`src/rtl/core/lcu_pkg.sv`:
```
// ----------------------------------------------------------------------------
// Lux calculation package
// Shared widths, register indexes, coefficient tables and the queue entry type.
// ----------------------------------------------------------------------------
`default_nettype none

package lcu_pkg;

  localparam int COUNT_W   = 16;
  localparam int LUX_W     = 29;
  localparam int CFG_IDX_W = 2;
  localparam int CFG_DAT_W = 2;
  localparam int COEF_W    = 10;
  localparam int SCALE_W   = 19;
  localparam int DIV_BITS  = 12;
  localparam int FRAC_SH   = 10;
  localparam int REM_W     = COUNT_W + FRAC_SH;
  localparam int PROD_W    = COUNT_W + COEF_W;
  localparam int OUT_SH    = 16;
  localparam int FULL_W    = PROD_W + SCALE_W;
  localparam int NUM_BP    = 8;

  // Configuration register indexes.
  localparam logic [CFG_IDX_W-1:0] CFG_IDX_INTEG_TIME = 2'd0;
  localparam logic [CFG_IDX_W-1:0] CFG_IDX_GAIN_LOW   = 2'd1;

  // Integration time codes.
  localparam logic [1:0] INTEG_13MS  = 2'd0;
  localparam logic [1:0] INTEG_101MS = 2'd1;
  localparam logic [1:0] INTEG_402MS = 2'd2;

  localparam logic [1:0]  INTEG_RESET   = INTEG_402MS;
  localparam logic [11:0] RATIO_FORCED  = 12'd2048;

  localparam logic [COEF_W-1:0] K_TAB_T [NUM_BP] = '{
    10'h040, 10'h080, 10'h0c0, 10'h100, 10'h138, 10'h19a, 10'h29a, 10'h29a};
  localparam logic [COEF_W-1:0] K_TAB_CS [NUM_BP] = '{
    10'h043, 10'h085, 10'h0c8, 10'h10a, 10'h14d, 10'h19a, 10'h29a, 10'h29a};
  localparam logic [COEF_W-1:0] B_TAB_T [NUM_BP] = '{
    10'h1f2, 10'h214, 10'h23f, 10'h270, 10'h16f, 10'h0d2, 10'h018, 10'h000};
  localparam logic [COEF_W-1:0] B_TAB_CS [NUM_BP] = '{
    10'h204, 10'h228, 10'h253, 10'h282, 10'h177, 10'h101, 10'h037, 10'h000};
  localparam logic [COEF_W-1:0] M_TAB_T [NUM_BP] = '{
    10'h1be, 10'h2d1, 10'h37b, 10'h3fe, 10'h1fc, 10'h0fb, 10'h012, 10'h000};
  localparam logic [COEF_W-1:0] M_TAB_CS [NUM_BP] = '{
    10'h1ad, 10'h2c1, 10'h363, 10'h3df, 10'h1dd, 10'h127, 10'h02b, 10'h000};

  typedef struct packed {
    logic [COUNT_W-1:0] broadband_count;
    logic [COUNT_W-1:0] infrared_count;
    logic               overflow;
    logic               bb_zero;
    logic               ir_large;
    logic [SCALE_W-1:0] scale;
  } lcu_item_t;

  function automatic logic [COUNT_W-1:0] clip_level(input logic [1:0] t);
    logic [COUNT_W-1:0] lvl;
    case (t)
      INTEG_13MS:  lvl = 16'd4900;
      INTEG_101MS: lvl = 16'd37000;
      default:     lvl = 16'd65535;
    endcase
    return lvl;
  endfunction

  function automatic logic [14:0] chan_scale(input logic [1:0] t);
    logic [14:0] s;
    case (t)
      INTEG_13MS:  s = 15'h7517;
      INTEG_101MS: s = 15'h0fe7;
      default:     s = 15'h0400;
    endcase
    return s;
  endfunction

endpackage

`default_nettype wire

```
`src/rtl/core/lcu_in_if.sv`:
```
// ----------------------------------------------------------------------------
// Lux input channel
// Carries one pair of raw sensor counts per transaction.
// ----------------------------------------------------------------------------
`default_nettype none

interface lcu_in_if;
  logic                        valid;
  logic                        ready;
  logic [lcu_pkg::COUNT_W-1:0] broadband_count;
  logic [lcu_pkg::COUNT_W-1:0] infrared_count;

  modport source (output valid, output broadband_count, output infrared_count,
                  input ready);
  modport sink (input valid, input broadband_count, input infrared_count,
                output ready);
endinterface

`default_nettype wire

```
`src/rtl/core/lcu_out_if.sv`:
```
// ----------------------------------------------------------------------------
// Lux result channel
// Carries one lux value and its overflow flag per transaction.
// ----------------------------------------------------------------------------
`default_nettype none

interface lcu_out_if;
  logic                      valid;
  logic                      ready;
  logic [lcu_pkg::LUX_W-1:0] lux_q8;
  logic                      overflow;

  modport source (output valid, output lux_q8, output overflow, input ready);
  modport sink (input valid, input lux_q8, input overflow, output ready);
endinterface

`default_nettype wire

```
`src/rtl/core/lcu_cfg_if.sv`:
```
// ----------------------------------------------------------------------------
// Lux configuration channel
// Register write port: register index and write data.
// ----------------------------------------------------------------------------
`default_nettype none

interface lcu_cfg_if;
  logic                          valid;
  logic                          ready;
  logic [lcu_pkg::CFG_IDX_W-1:0] index;
  logic [lcu_pkg::CFG_DAT_W-1:0] data;

  modport source (output valid, output index, output data, input ready);
  modport sink (input valid, input index, input data, output ready);
endinterface

`default_nettype wire

```
`src/rtl/core/lcu_front.sv`:
```
// ----------------------------------------------------------------------------
// Lux front end
// Holds the configuration registers and classifies each accepted reading pair.
// ----------------------------------------------------------------------------
`default_nettype none

module lcu_front (
  input  wire logic          clk,
  input  wire logic          rst_n,
  lcu_in_if.sink             in_ch,
  lcu_cfg_if.sink            cfg_ch,
  input  wire logic          q_full,
  output logic               push,
  output lcu_pkg::lcu_item_t push_item
);

  logic [1:0]                  integ_time_r, integ_time_nxt;
  logic                        gain_low_r, gain_low_nxt;
  logic [lcu_pkg::COUNT_W-1:0] mx;
  logic [14:0]                 base_scale;

  assign cfg_ch.ready = 1'b1;

  always_comb begin
    integ_time_nxt = integ_time_r;
    gain_low_nxt   = gain_low_r;
    if (cfg_ch.valid && cfg_ch.ready) begin
      case (cfg_ch.index)
        lcu_pkg::CFG_IDX_INTEG_TIME: integ_time_nxt = cfg_ch.data[1:0];
        lcu_pkg::CFG_IDX_GAIN_LOW:   gain_low_nxt   = cfg_ch.data[0];
        default: ;
      endcase
    end
  end

  always_ff @(posedge clk) begin
    if (!rst_n) begin
      integ_time_r <= lcu_pkg::INTEG_RESET;
      gain_low_r   <= 1'b0;
    end else begin
      integ_time_r <= integ_time_nxt;
      gain_low_r   <= gain_low_nxt;
    end
  end

  assign in_ch.ready = !q_full;
  assign push        = in_ch.valid && in_ch.ready;

  always_comb begin
    mx = (in_ch.broadband_count > in_ch.infrared_count) ?
         in_ch.broadband_count : in_ch.infrared_count;
    base_scale = lcu_pkg::chan_scale(integ_time_r);
    push_item.broadband_count = in_ch.broadband_count;
    push_item.infrared_count  = in_ch.infrared_count;
    push_item.overflow        = (mx >= lcu_pkg::clip_level(integ_time_r));
    push_item.bb_zero         = (in_ch.broadband_count == '0);
    push_item.ir_large        = ((in_ch.infrared_count >> 1) > in_ch.broadband_count);
    // At 1x gain the channel scale is sixteen times larger.
    push_item.scale = gain_low_r ? {base_scale, 4'b0000} : {4'b0000, base_scale};
  end

endmodule

`default_nettype wire

```
`src/rtl/core/lcu_queue.sv`:
```
// ----------------------------------------------------------------------------
// Lux item queue
// Small first-word-fall-through queue between the front and back ends.
// ----------------------------------------------------------------------------
`default_nettype none

module lcu_queue #(
  parameter int DEPTH = 4
) (
  input  wire logic               clk,
  input  wire logic               rst_n,
  input  wire logic               push,
  input  wire lcu_pkg::lcu_item_t push_item,
  output logic                    full,
  input  wire logic               pop,
  output logic                    head_valid,
  output lcu_pkg::lcu_item_t      head_item
);

  localparam int IDX_W = (DEPTH > 1) ? $clog2(DEPTH) : 1;
  localparam int CNT_W = $clog2(DEPTH + 1);

  lcu_pkg::lcu_item_t mem [DEPTH];
  logic [IDX_W-1:0]   wr_ptr_r, wr_ptr_nxt;
  logic [IDX_W-1:0]   rd_ptr_r, rd_ptr_nxt;
  logic [CNT_W-1:0]   count_r, count_nxt;

  assign full       = (count_r == CNT_W'(DEPTH));
  assign head_valid = (count_r != '0);
  assign head_item  = mem[rd_ptr_r];

  always_comb begin
    wr_ptr_nxt = wr_ptr_r;
    rd_ptr_nxt = rd_ptr_r;
    count_nxt  = count_r;
    if (push) begin
      wr_ptr_nxt = (wr_ptr_r == IDX_W'(DEPTH - 1)) ? '0 : wr_ptr_r + IDX_W'(1);
    end
    if (pop) begin
      rd_ptr_nxt = (rd_ptr_r == IDX_W'(DEPTH - 1)) ? '0 : rd_ptr_r + IDX_W'(1);
    end
    if (push && !pop) begin
      count_nxt = count_r + CNT_W'(1);
    end else if (!push && pop) begin
      count_nxt = count_r - CNT_W'(1);
    end
  end

  always_ff @(posedge clk) begin
    if (!rst_n) begin
      wr_ptr_r <= '0;
      rd_ptr_r <= '0;
      count_r  <= '0;
    end else begin
      wr_ptr_r <= wr_ptr_nxt;
      rd_ptr_r <= rd_ptr_nxt;
      count_r  <= count_nxt;
    end
  end

  always_ff @(posedge clk) begin
    if (push) begin
      mem[wr_ptr_r] <= push_item;
    end
  end

  a_count_bound: assert property (@(posedge clk) disable iff (!rst_n)
    count_r <= CNT_W'(DEPTH))
    else $error("queue count beyond depth");

  a_no_push_full: assert property (@(posedge clk) disable iff (!rst_n)
    push |-> !full)
    else $error("transaction pushed into a full queue");

  a_no_pop_empty: assert property (@(posedge clk) disable iff (!rst_n)
    pop |-> head_valid)
    else $error("pop from an empty queue");

  a_fall_through: assert property (@(posedge clk) disable iff (!rst_n)
    (push && !pop && count_r == '0) |=> (head_valid && head_item == $past(push_item)))
    else $error("pushed item not at the head of an empty queue");

endmodule

`default_nettype wire

```
`src/rtl/core/lcu_back.sv`:
```
// ----------------------------------------------------------------------------
// Lux back end
// Pipelined ratio division, breakpoint select, coefficient multiply and scaling.
// ----------------------------------------------------------------------------
`default_nettype none

module lcu_back #(
  parameter int PACKAGE_CS = 0
) (
  input  wire logic               clk,
  input  wire logic               rst_n,
  input  wire logic               q_valid,
  input  wire lcu_pkg::lcu_item_t q_item,
  output logic                    q_pop,
  lcu_out_if.source               out_ch
);

  localparam int  NB    = lcu_pkg::DIV_BITS;
  localparam bit  USE_CS = (PACKAGE_CS != 0);

  // Every stage advances together; a stall at the output freezes the whole pipe.
  logic adv;

  // Division stages: one quotient bit of ir*1024/bb per stage, MSB first.
  logic                         div_vld_r  [NB];
  lcu_pkg::lcu_item_t           div_item_r [NB];
  logic [lcu_pkg::REM_W-1:0]    div_rem_r  [NB];
  logic [NB-1:0]                div_quo_r  [NB];

  logic                         div_vld_in  [NB];
  lcu_pkg::lcu_item_t           div_item_in [NB];
  logic [lcu_pkg::REM_W-1:0]    div_rem_in  [NB];
  logic [NB-1:0]                div_quo_in  [NB];

  logic                         sel_vld_r;
  lcu_pkg::lcu_item_t           sel_item_r;
  logic [2:0]                   sel_idx_r;
  logic [11:0]                  ratio;
  logic [12:0]                  ratio_rnd;
  logic [2:0]                   idx_nxt;

  logic                         mul_vld_r;
  logic                         mul_ovf_r;
  logic [lcu_pkg::SCALE_W-1:0]  mul_scale_r;
  logic [lcu_pkg::PROD_W-1:0]   pos_r, neg_r;

  logic                         dif_vld_r;
  logic                         dif_ovf_r;
  logic [lcu_pkg::SCALE_W-1:0]  dif_scale_r;
  logic [lcu_pkg::PROD_W-1:0]   diff_r;

  logic                         out_vld_r;
  logic                         out_ovf_r;
  logic [lcu_pkg::LUX_W-1:0]    out_lux_r;
  logic [lcu_pkg::FULL_W-1:0]   full_prod;

  assign adv   = !out_vld_r || out_ch.ready;
  assign q_pop = adv && q_valid;

  always_comb begin
    div_vld_in[0]  = q_valid;
    div_item_in[0] = q_item;
    div_rem_in[0]  = {q_item.infrared_count, {lcu_pkg::FRAC_SH{1'b0}}};
    div_quo_in[0]  = '0;
    for (int j = 1; j < NB; j++) begin
      div_vld_in[j]  = div_vld_r[j-1];
      div_item_in[j] = div_item_r[j-1];
      div_rem_in[j]  = div_rem_r[j-1];
      div_quo_in[j]  = div_quo_r[j-1];
    end
  end

  // The quotient only matters when ir/2 <= bb, which keeps it below 2^12,
  // so the top divisor shift is 11.
  for (genvar j = 0; j < NB; j++) begin : g_div
    localparam int SH = NB - 1 - j;
    logic [lcu_pkg::REM_W+1:0] dsh;
    logic [lcu_pkg::REM_W+1:0] rem_ext;
    logic                      ge;
    logic [lcu_pkg::REM_W-1:0] rem_nxt;
    logic [NB-1:0]             quo_nxt;

    always_comb begin
      dsh     = (lcu_pkg::REM_W + 2)'(div_item_in[j].broadband_count) << SH;
      rem_ext = {2'b00, div_rem_in[j]};
      ge      = (rem_ext >= dsh);
      rem_nxt = ge ? lcu_pkg::REM_W'(rem_ext - dsh) : div_rem_in[j];
      quo_nxt = div_quo_in[j];
      quo_nxt[SH] = ge;
    end

    always_ff @(posedge clk) begin
      if (!rst_n) begin
        div_vld_r[j] <= 1'b0;
      end else if (adv) begin
        div_vld_r[j] <= div_vld_in[j];
      end
    end

    always_ff @(posedge clk) begin
      if (adv) begin
        div_item_r[j] <= div_item_in[j];
        div_rem_r[j]  <= rem_nxt;
        div_quo_r[j]  <= quo_nxt;
      end
    end
  end

  // Rounded ratio and breakpoint select.
  always_comb begin
    ratio_rnd = {1'b0, div_quo_r[NB-1]} + 13'd1;
    if (div_item_r[NB-1].bb_zero) begin
      ratio = '0;
    end else if (div_item_r[NB-1].ir_large) begin
      ratio = lcu_pkg::RATIO_FORCED;
    end else begin
      ratio = ratio_rnd[12:1];
    end
    idx_nxt = 3'd7;
    for (int i = lcu_pkg::NUM_BP - 2; i >= 0; i--) begin
      if (ratio <= {2'b00, (USE_CS ? lcu_pkg::K_TAB_CS[i] : lcu_pkg::K_TAB_T[i])}) begin
        idx_nxt = 3'(i);
      end
    end
  end

  always_ff @(posedge clk) begin
    if (!rst_n) begin
      sel_vld_r <= 1'b0;
      mul_vld_r <= 1'b0;
      dif_vld_r <= 1'b0;
      out_vld_r <= 1'b0;
    end else if (adv) begin
      sel_vld_r <= div_vld_r[NB-1];
      mul_vld_r <= sel_vld_r;
      dif_vld_r <= mul_vld_r;
      out_vld_r <= dif_vld_r;
    end
  end

  assign full_prod = lcu_pkg::FULL_W'(diff_r) * lcu_pkg::FULL_W'(dif_scale_r);

  always_ff @(posedge clk) begin
    if (adv) begin
      sel_item_r <= div_item_r[NB-1];
      sel_idx_r  <= idx_nxt;

      pos_r <= lcu_pkg::PROD_W'(sel_item_r.broadband_count) *
               lcu_pkg::PROD_W'(USE_CS ? lcu_pkg::B_TAB_CS[sel_idx_r]
                                       : lcu_pkg::B_TAB_T[sel_idx_r]);
      neg_r <= lcu_pkg::PROD_W'(sel_item_r.infrared_count) *
               lcu_pkg::PROD_W'(USE_CS ? lcu_pkg::M_TAB_CS[sel_idx_r]
                                       : lcu_pkg::M_TAB_T[sel_idx_r]);
      mul_ovf_r   <= sel_item_r.overflow;
      mul_scale_r <= sel_item_r.scale;

      diff_r      <= (pos_r > neg_r) ? pos_r - neg_r : '0;
      dif_ovf_r   <= mul_ovf_r;
      dif_scale_r <= mul_scale_r;

      out_ovf_r <= dif_ovf_r;
      out_lux_r <= dif_ovf_r ? '0 :
                   full_prod[lcu_pkg::OUT_SH +: lcu_pkg::LUX_W];
    end
  end

  assign out_ch.valid    = out_vld_r;
  assign out_ch.lux_q8   = out_lux_r;
  assign out_ch.overflow = out_ovf_r;

endmodule

`default_nettype wire

```
`src/rtl/core/two_channel_lux_calculation_unit.sv`:
```
// ----------------------------------------------------------------------------
// Two-channel lux calculation unit
// Turns broadband and infrared sensor counts into lux with 8 fractional bits.
// ----------------------------------------------------------------------------
// Channels: in_ch takes one broadband/infrared count pair per transaction,
// out_ch returns one lux_q8/overflow result per input transaction, in order.
// cfg_ch writes integration_time (index 0) and gain_is_low (index 1); it is
// always ready and should only be written while no transaction is in flight.
// Throughput: one transaction per cycle while the receiver holds ready high;
// a low ready stalls the pipe. The back end is the 12-stage ratio divider
// (one quotient bit per stage) and four stages for breakpoint select,
// coefficient multiply, clamp and scale multiply.
// Front end and back end are joined by a QUEUE_DEPTH entry queue. When the
// receiver holds ready low the whole back pipeline freezes, the queue fills,
// and in_ch.ready drops once it is full. Reset empties the queue and the
// pipeline and sets integration time to 402 ms at high gain.
// ----------------------------------------------------------------------------
`default_nettype none

module two_channel_lux_calculation_unit #(
  parameter int PACKAGE_CS  = 0,
  parameter int QUEUE_DEPTH = 4
) (
  input  wire logic clk,
  input  wire logic rst_n,
  lcu_in_if.sink    in_ch,
  lcu_out_if.source out_ch,
  lcu_cfg_if.sink   cfg_ch
);

  logic               push;
  lcu_pkg::lcu_item_t push_item;
  logic               q_full;
  logic               q_pop;
  logic               q_valid;
  lcu_pkg::lcu_item_t q_item;

  lcu_front u_front (
    .clk       (clk),
    .rst_n     (rst_n),
    .in_ch     (in_ch),
    .cfg_ch    (cfg_ch),
    .q_full    (q_full),
    .push      (push),
    .push_item (push_item)
  );

  lcu_queue #(
    .DEPTH (QUEUE_DEPTH)
  ) u_queue (
    .clk        (clk),
    .rst_n      (rst_n),
    .push       (push),
    .push_item  (push_item),
    .full       (q_full),
    .pop        (q_pop),
    .head_valid (q_valid),
    .head_item  (q_item)
  );

  lcu_back #(
    .PACKAGE_CS (PACKAGE_CS)
  ) u_back (
    .clk     (clk),
    .rst_n   (rst_n),
    .q_valid (q_valid),
    .q_item  (q_item),
    .q_pop   (q_pop),
    .out_ch  (out_ch)
  );

endmodule

`default_nettype wire

```
`src/flat_wrapper.sv`:
```
// flat-port wrapper written by rule: the top's interface ports become plain ports
module two_channel_lux_calculation_unit_flat 
#(
  parameter int PACKAGE_CS  = 0,
  parameter int QUEUE_DEPTH = 4
)
  (clk, rst_n, in_ch_valid, in_ch_broadband_count, in_ch_infrared_count, in_ch_ready, out_ch_valid, out_ch_lux_q8, out_ch_overflow, out_ch_ready, cfg_ch_valid, cfg_ch_index, cfg_ch_data, cfg_ch_ready);
  lcu_in_if in_ch_i ();
  lcu_out_if out_ch_i ();
  lcu_cfg_if cfg_ch_i ();
  input  wire logic clk;
  input  wire logic rst_n;
  input wire logic [$bits(in_ch_i.valid)-1:0] in_ch_valid;
  input wire logic [$bits(in_ch_i.broadband_count)-1:0] in_ch_broadband_count;
  input wire logic [$bits(in_ch_i.infrared_count)-1:0] in_ch_infrared_count;
  output wire logic [$bits(in_ch_i.ready)-1:0] in_ch_ready;
  output wire logic [$bits(out_ch_i.valid)-1:0] out_ch_valid;
  output wire logic [$bits(out_ch_i.lux_q8)-1:0] out_ch_lux_q8;
  output wire logic [$bits(out_ch_i.overflow)-1:0] out_ch_overflow;
  input wire logic [$bits(out_ch_i.ready)-1:0] out_ch_ready;
  input wire logic [$bits(cfg_ch_i.valid)-1:0] cfg_ch_valid;
  input wire logic [$bits(cfg_ch_i.index)-1:0] cfg_ch_index;
  input wire logic [$bits(cfg_ch_i.data)-1:0] cfg_ch_data;
  output wire logic [$bits(cfg_ch_i.ready)-1:0] cfg_ch_ready;
  assign in_ch_i.valid = in_ch_valid;
  assign in_ch_i.broadband_count = in_ch_broadband_count;
  assign in_ch_i.infrared_count = in_ch_infrared_count;
  assign in_ch_ready = in_ch_i.ready;
  assign out_ch_valid = out_ch_i.valid;
  assign out_ch_lux_q8 = out_ch_i.lux_q8;
  assign out_ch_overflow = out_ch_i.overflow;
  assign out_ch_i.ready = out_ch_ready;
  assign cfg_ch_i.valid = cfg_ch_valid;
  assign cfg_ch_i.index = cfg_ch_index;
  assign cfg_ch_i.data = cfg_ch_data;
  assign cfg_ch_ready = cfg_ch_i.ready;
  two_channel_lux_calculation_unit #(.PACKAGE_CS(PACKAGE_CS), .QUEUE_DEPTH(QUEUE_DEPTH)) u_core (.clk(clk), .rst_n(rst_n), .in_ch(in_ch_i), .out_ch(out_ch_i), .cfg_ch(cfg_ch_i));
endmodule
```
`config.mk`:
```
export PLATFORM = sky130hd
export DESIGN_NAME = two_channel_lux_calculation_unit_flat
export DESIGN_NICKNAME = d
export VERILOG_FILES = /design/src/rtl/core/lcu_pkg.sv /design/src/rtl/core/lcu_in_if.sv /design/src/rtl/core/lcu_out_if.sv /design/src/rtl/core/lcu_cfg_if.sv /design/src/rtl/core/lcu_front.sv /design/src/rtl/core/lcu_queue.sv /design/src/rtl/core/lcu_back.sv /design/src/rtl/core/two_channel_lux_calculation_unit.sv /design/src/flat_wrapper.sv
export SDC_FILE = /design/constraint.sdc
export NUM_CORES = 2
export LEC_CHECK = 0
export ABC_CLOCK_PERIOD_IN_PS = 111800
export BUFFER_PORTS_ARGS = -buffer_cell sky130_fd_sc_hd__buf_2
export CELL_PAD_IN_SITES_DETAIL_PLACEMENT = 0
export CELL_PAD_IN_SITES_GLOBAL_PLACEMENT = 2
export CORE_ASPECT_RATIO = 0.9
export CORE_MARGIN = 4
export CORE_UTILIZATION = 49
export CTS_CLUSTER_SIZE = 40
export DETAILED_ROUTE_END_ITERATION = 6
export PLACE_DENSITY_LB_ADDON = 0.1
export SLEW_MARGIN = 20
export SYNTH_ARGS = -nofsm -noshare
export SYNTH_HDL_FRONTEND = slang
export SYNTH_SLANG_ARGS = --single-unit
```
`constraint.sdc`:
```
create_clock -name clk -period 111.8 [get_ports clk]
set_input_delay 22.36 -clock clk [delete_from_list [all_inputs] [get_ports clk]]
set_output_delay 22.36 -clock clk [all_outputs]
set_load 0.005 [all_outputs]
```
==> flow_summary_export.csv <==
group,metric,value,unit
timing,max-slew-margin-rel,26.5,%
finish,final_common_cell,"edfxtp_1",
cts,cts_buffers,130,
critical_path,cp.required,112.30,ns
placed_design,place_congestion,0.813,
cts,cts-resized-gates,0,
critical_path,cp_top_family,"compound AO/OA/AOI/OAI gates",
placed_design,dpl.hpwl,118000,um
synth,seq_area_frac_synth,47.9,%
synth,syn_inst,6352,
timing,worstMarginPinSlew,1.10,ns
synth,async_flop_share,0,%
route,via_count,44100,
cts,clk_latency,0.77,ns
timing,rsz0062_at_grt,"false",
route,final_antenna_net_count,0,
synth,avgSynthCellArea,12.2,um^2
floorplanning,io_pins,74,
floorplanning,die-area,164000,um^2
critical_path,cp-end-kind,"flop",
route,wl,156000,um
critical_path,crit_cells,25,
finish,area_growth,9.36,%
placed_design,pre_cts_ws,84.82,ns
critical_path,cpMaxStageDelayCell,"a211oi_1",
timing,setup_ws,85.60,ns
cts,cts_hold_buf,0,
route,drt-met1-wl,76400,um
grt,first_global_vias,45400,
route,wl_met3,6580,um
floorplanning,dieHeight,385,um
cts,cts_root_buf,"clkbuf_16",
cts,postCtsSetupRepairBufs,0,
floorplanning,die_x,427,um
synth,syn_area,77400,um^2
route,drtIter0Drc,2522,
timing,whs,0.404,ns
route,drc_errors,0,
cts,clk_pin_slew,0.06,ns
critical_path,path_max_fanout,13,
floorplanning,start_util,49.3,%
finish,layout-drive-gt1-share,6.96,%
finish,final_nets,7643,
route,post_drt_wl_per_cell,18.0,um
route,via_per_inst,5.10,
synth,synth_edf_count,1224,
flow_run,maxCapViolations,0,
route,drtPass1Iterations,6,
synth,synthFlopType,"edfxtp_1",
critical_path,reg2reg_from,"u_core.u_back.dif_scale_r[11]",
route,wl_met2,69300,um
synth,ys_ff_latch,1241,
grt,antenna_found_initial,4,
timing,finalClockSkew,0.0453,ns
critical_path,r2r_setup_slack,103.66,ns
critical_path,r2r-end,"u_core.u_back.out_ch.lux_q8[27]",
critical_path,path_class,"input pin to flop",
critical_path,r2r_cells,24,
worst_hold_path,hold_class,"flop to flop",
placed_design,placed_area,80200,um^2
placed_design,port_buffers,72,
critical_path,crit_path_start_kind,"input pin",
timing,fmaxAchievable,38.2,MHz
synth,yosys_warnings,0,
synth,synth_cell_types,93,
timing,final-setup-viol-count,0,
finish,final_cell_mix,"edfxtp_1, inv_1, fa_1",
critical_path,path_buf_inv,2,
critical_path,crit_path_max_incr_delay,0.32,ns
cts,cts_sinks,1241,
run_status,outcome,"completed",
synth,syn_nets,7547,
cts,cts_tree,"built",
cts,clockBufferDepth,3,
timing,final_hold_viol_count,0,
grt,grt_usage,19.7,%
finish,stdcell_area,84700,um^2
critical_path,crit_top_cell,"a21o_1",
floorplanning,rows,138,
route,maxUsedRoutingLayer,"met5",
critical_path,crit_path_end,"u_core.u_queue.mem[3][21]",
timing,fin_crit_sh,23.4,%
grt,overflow,0,
grt,grt_max_degree,134,
timing,drv_slew,0,
timing,min_period,26.20,ns
critical_path,critPathLaunch,"in_ch_infrared_count[1]",
floorplanning,core,157000,um^2
critical_path,arrival,26.70,ns
grt,grt_pass1_wl,253000,um
cts,htree_levels,4,
timing,fin_tns_setup,0,ns
==> per-stage QoR <==
stage	std cells	utilization [%]
after floorplan	6352	-
after detailed placement	8415	51.0
final	8654	53.9
after global routing	8651	53.9
after global placement	8415	51.0
after CTS	8650	53.9
==> logic make-up after synthesis <==
group / after synthesis / synth area share (%)
AO/OA/AOI/OAI: 780 / 6.38
buffers and inverters: 1299 / 6.39
other: 1 / 0.00484
XOR/XNOR: 281 / 3.18
AND/OR/NAND/NOR: 1485 / 9.42
multiplexers: 111 / 2.25
flip-flops: 1241 / 47.9
adder cells (fa/ha/maj): 1154 / 24.5
==> layout make-up <==
class,instances,area (um^2)
Clock buffer,152,3360
Fill cell,13500,72400
Tap cell,2100,2630
Clock inverter,83,1100
Antenna cell,3,7.51
Timing Repair Buffer,120,744
Sequential cell,1241,37100
Multi-Input combinational cell,3812,35500
Inverter,1143,4300
==> Yosys cell counts, drive strengths merged (74+ instances only) <==
cell / n / share of area [%]
nand2: 485 / 2.4
xor2: 124 / 1.4
a21oi: 268 / 1.8
fa: 603 / 16
clkbuf: 114 / 0.55
ha: 551 / 8.9
a21o: 105 / 1.0
edfxtp: 1224 / 47
xnor2: 157 / 1.8
nor2: 281 / 1.4
o21ai: 188 / 1.2
nor3: 74 / 0.48
and2: 328 / 2.6
inv: 1142 / 5.5
==> layer usage <==
layer  vias to the layer above  GRT usage [%]
li1                      21500              -
met1                     21700           29.3
met2                       684           30.4
met3                       206           3.15
met4                         4           5.01
met5                         -              0
==> worst min-delay path by stage <==
stage / startpoint / to / cells after the start
floorplan: u_core.u_back.mul_ovf_r / u_core.u_back.dif_ovf_r / 0
global placement: u_core.u_back.div_item_r[1][191] / u_core.u_back.div_item_r[2][29] / 0
detailed placement: u_core.u_back.mul_scale_r[10] / u_core.u_back.dif_scale_r[10] / 0
CTS: u_core.u_back.div_quo_r[2][27] / u_core.u_back.div_quo_r[2][39] / 0
global route: u_core.u_back.div_item_r[2][67] / u_core.u_back.div_item_r[2][121] / 0
finish: u_core.u_back.div_quo_r[2][17] / u_core.u_back.div_quo_r[2][29] / 0
==> registers in the layout, indices dropped and copies added (netlist names), 11 cells and up, named ones only <==
register                     flops
u_core.u_back.dif_scale_r       11
u_core.u_back.div_item_r       551
u_core.u_back.div_vld_r         12
u_core.u_queue.mem             184
u_core.u_back.div_quo_r         78
u_core.u_back.out_ch.lux_q8     29
u_core.u_back.sel_item_r        44
u_core.u_back.neg_r             26
u_core.u_back.diff_r            26
u_core.u_back.div_rem_r        221
u_core.u_back.pos_r             26
u_core.u_back.mul_scale_r       11
Power is left out: the tool's default activity adds up to more than one toggle a clock period on the data nets, which glitch-free logic cannot reach.
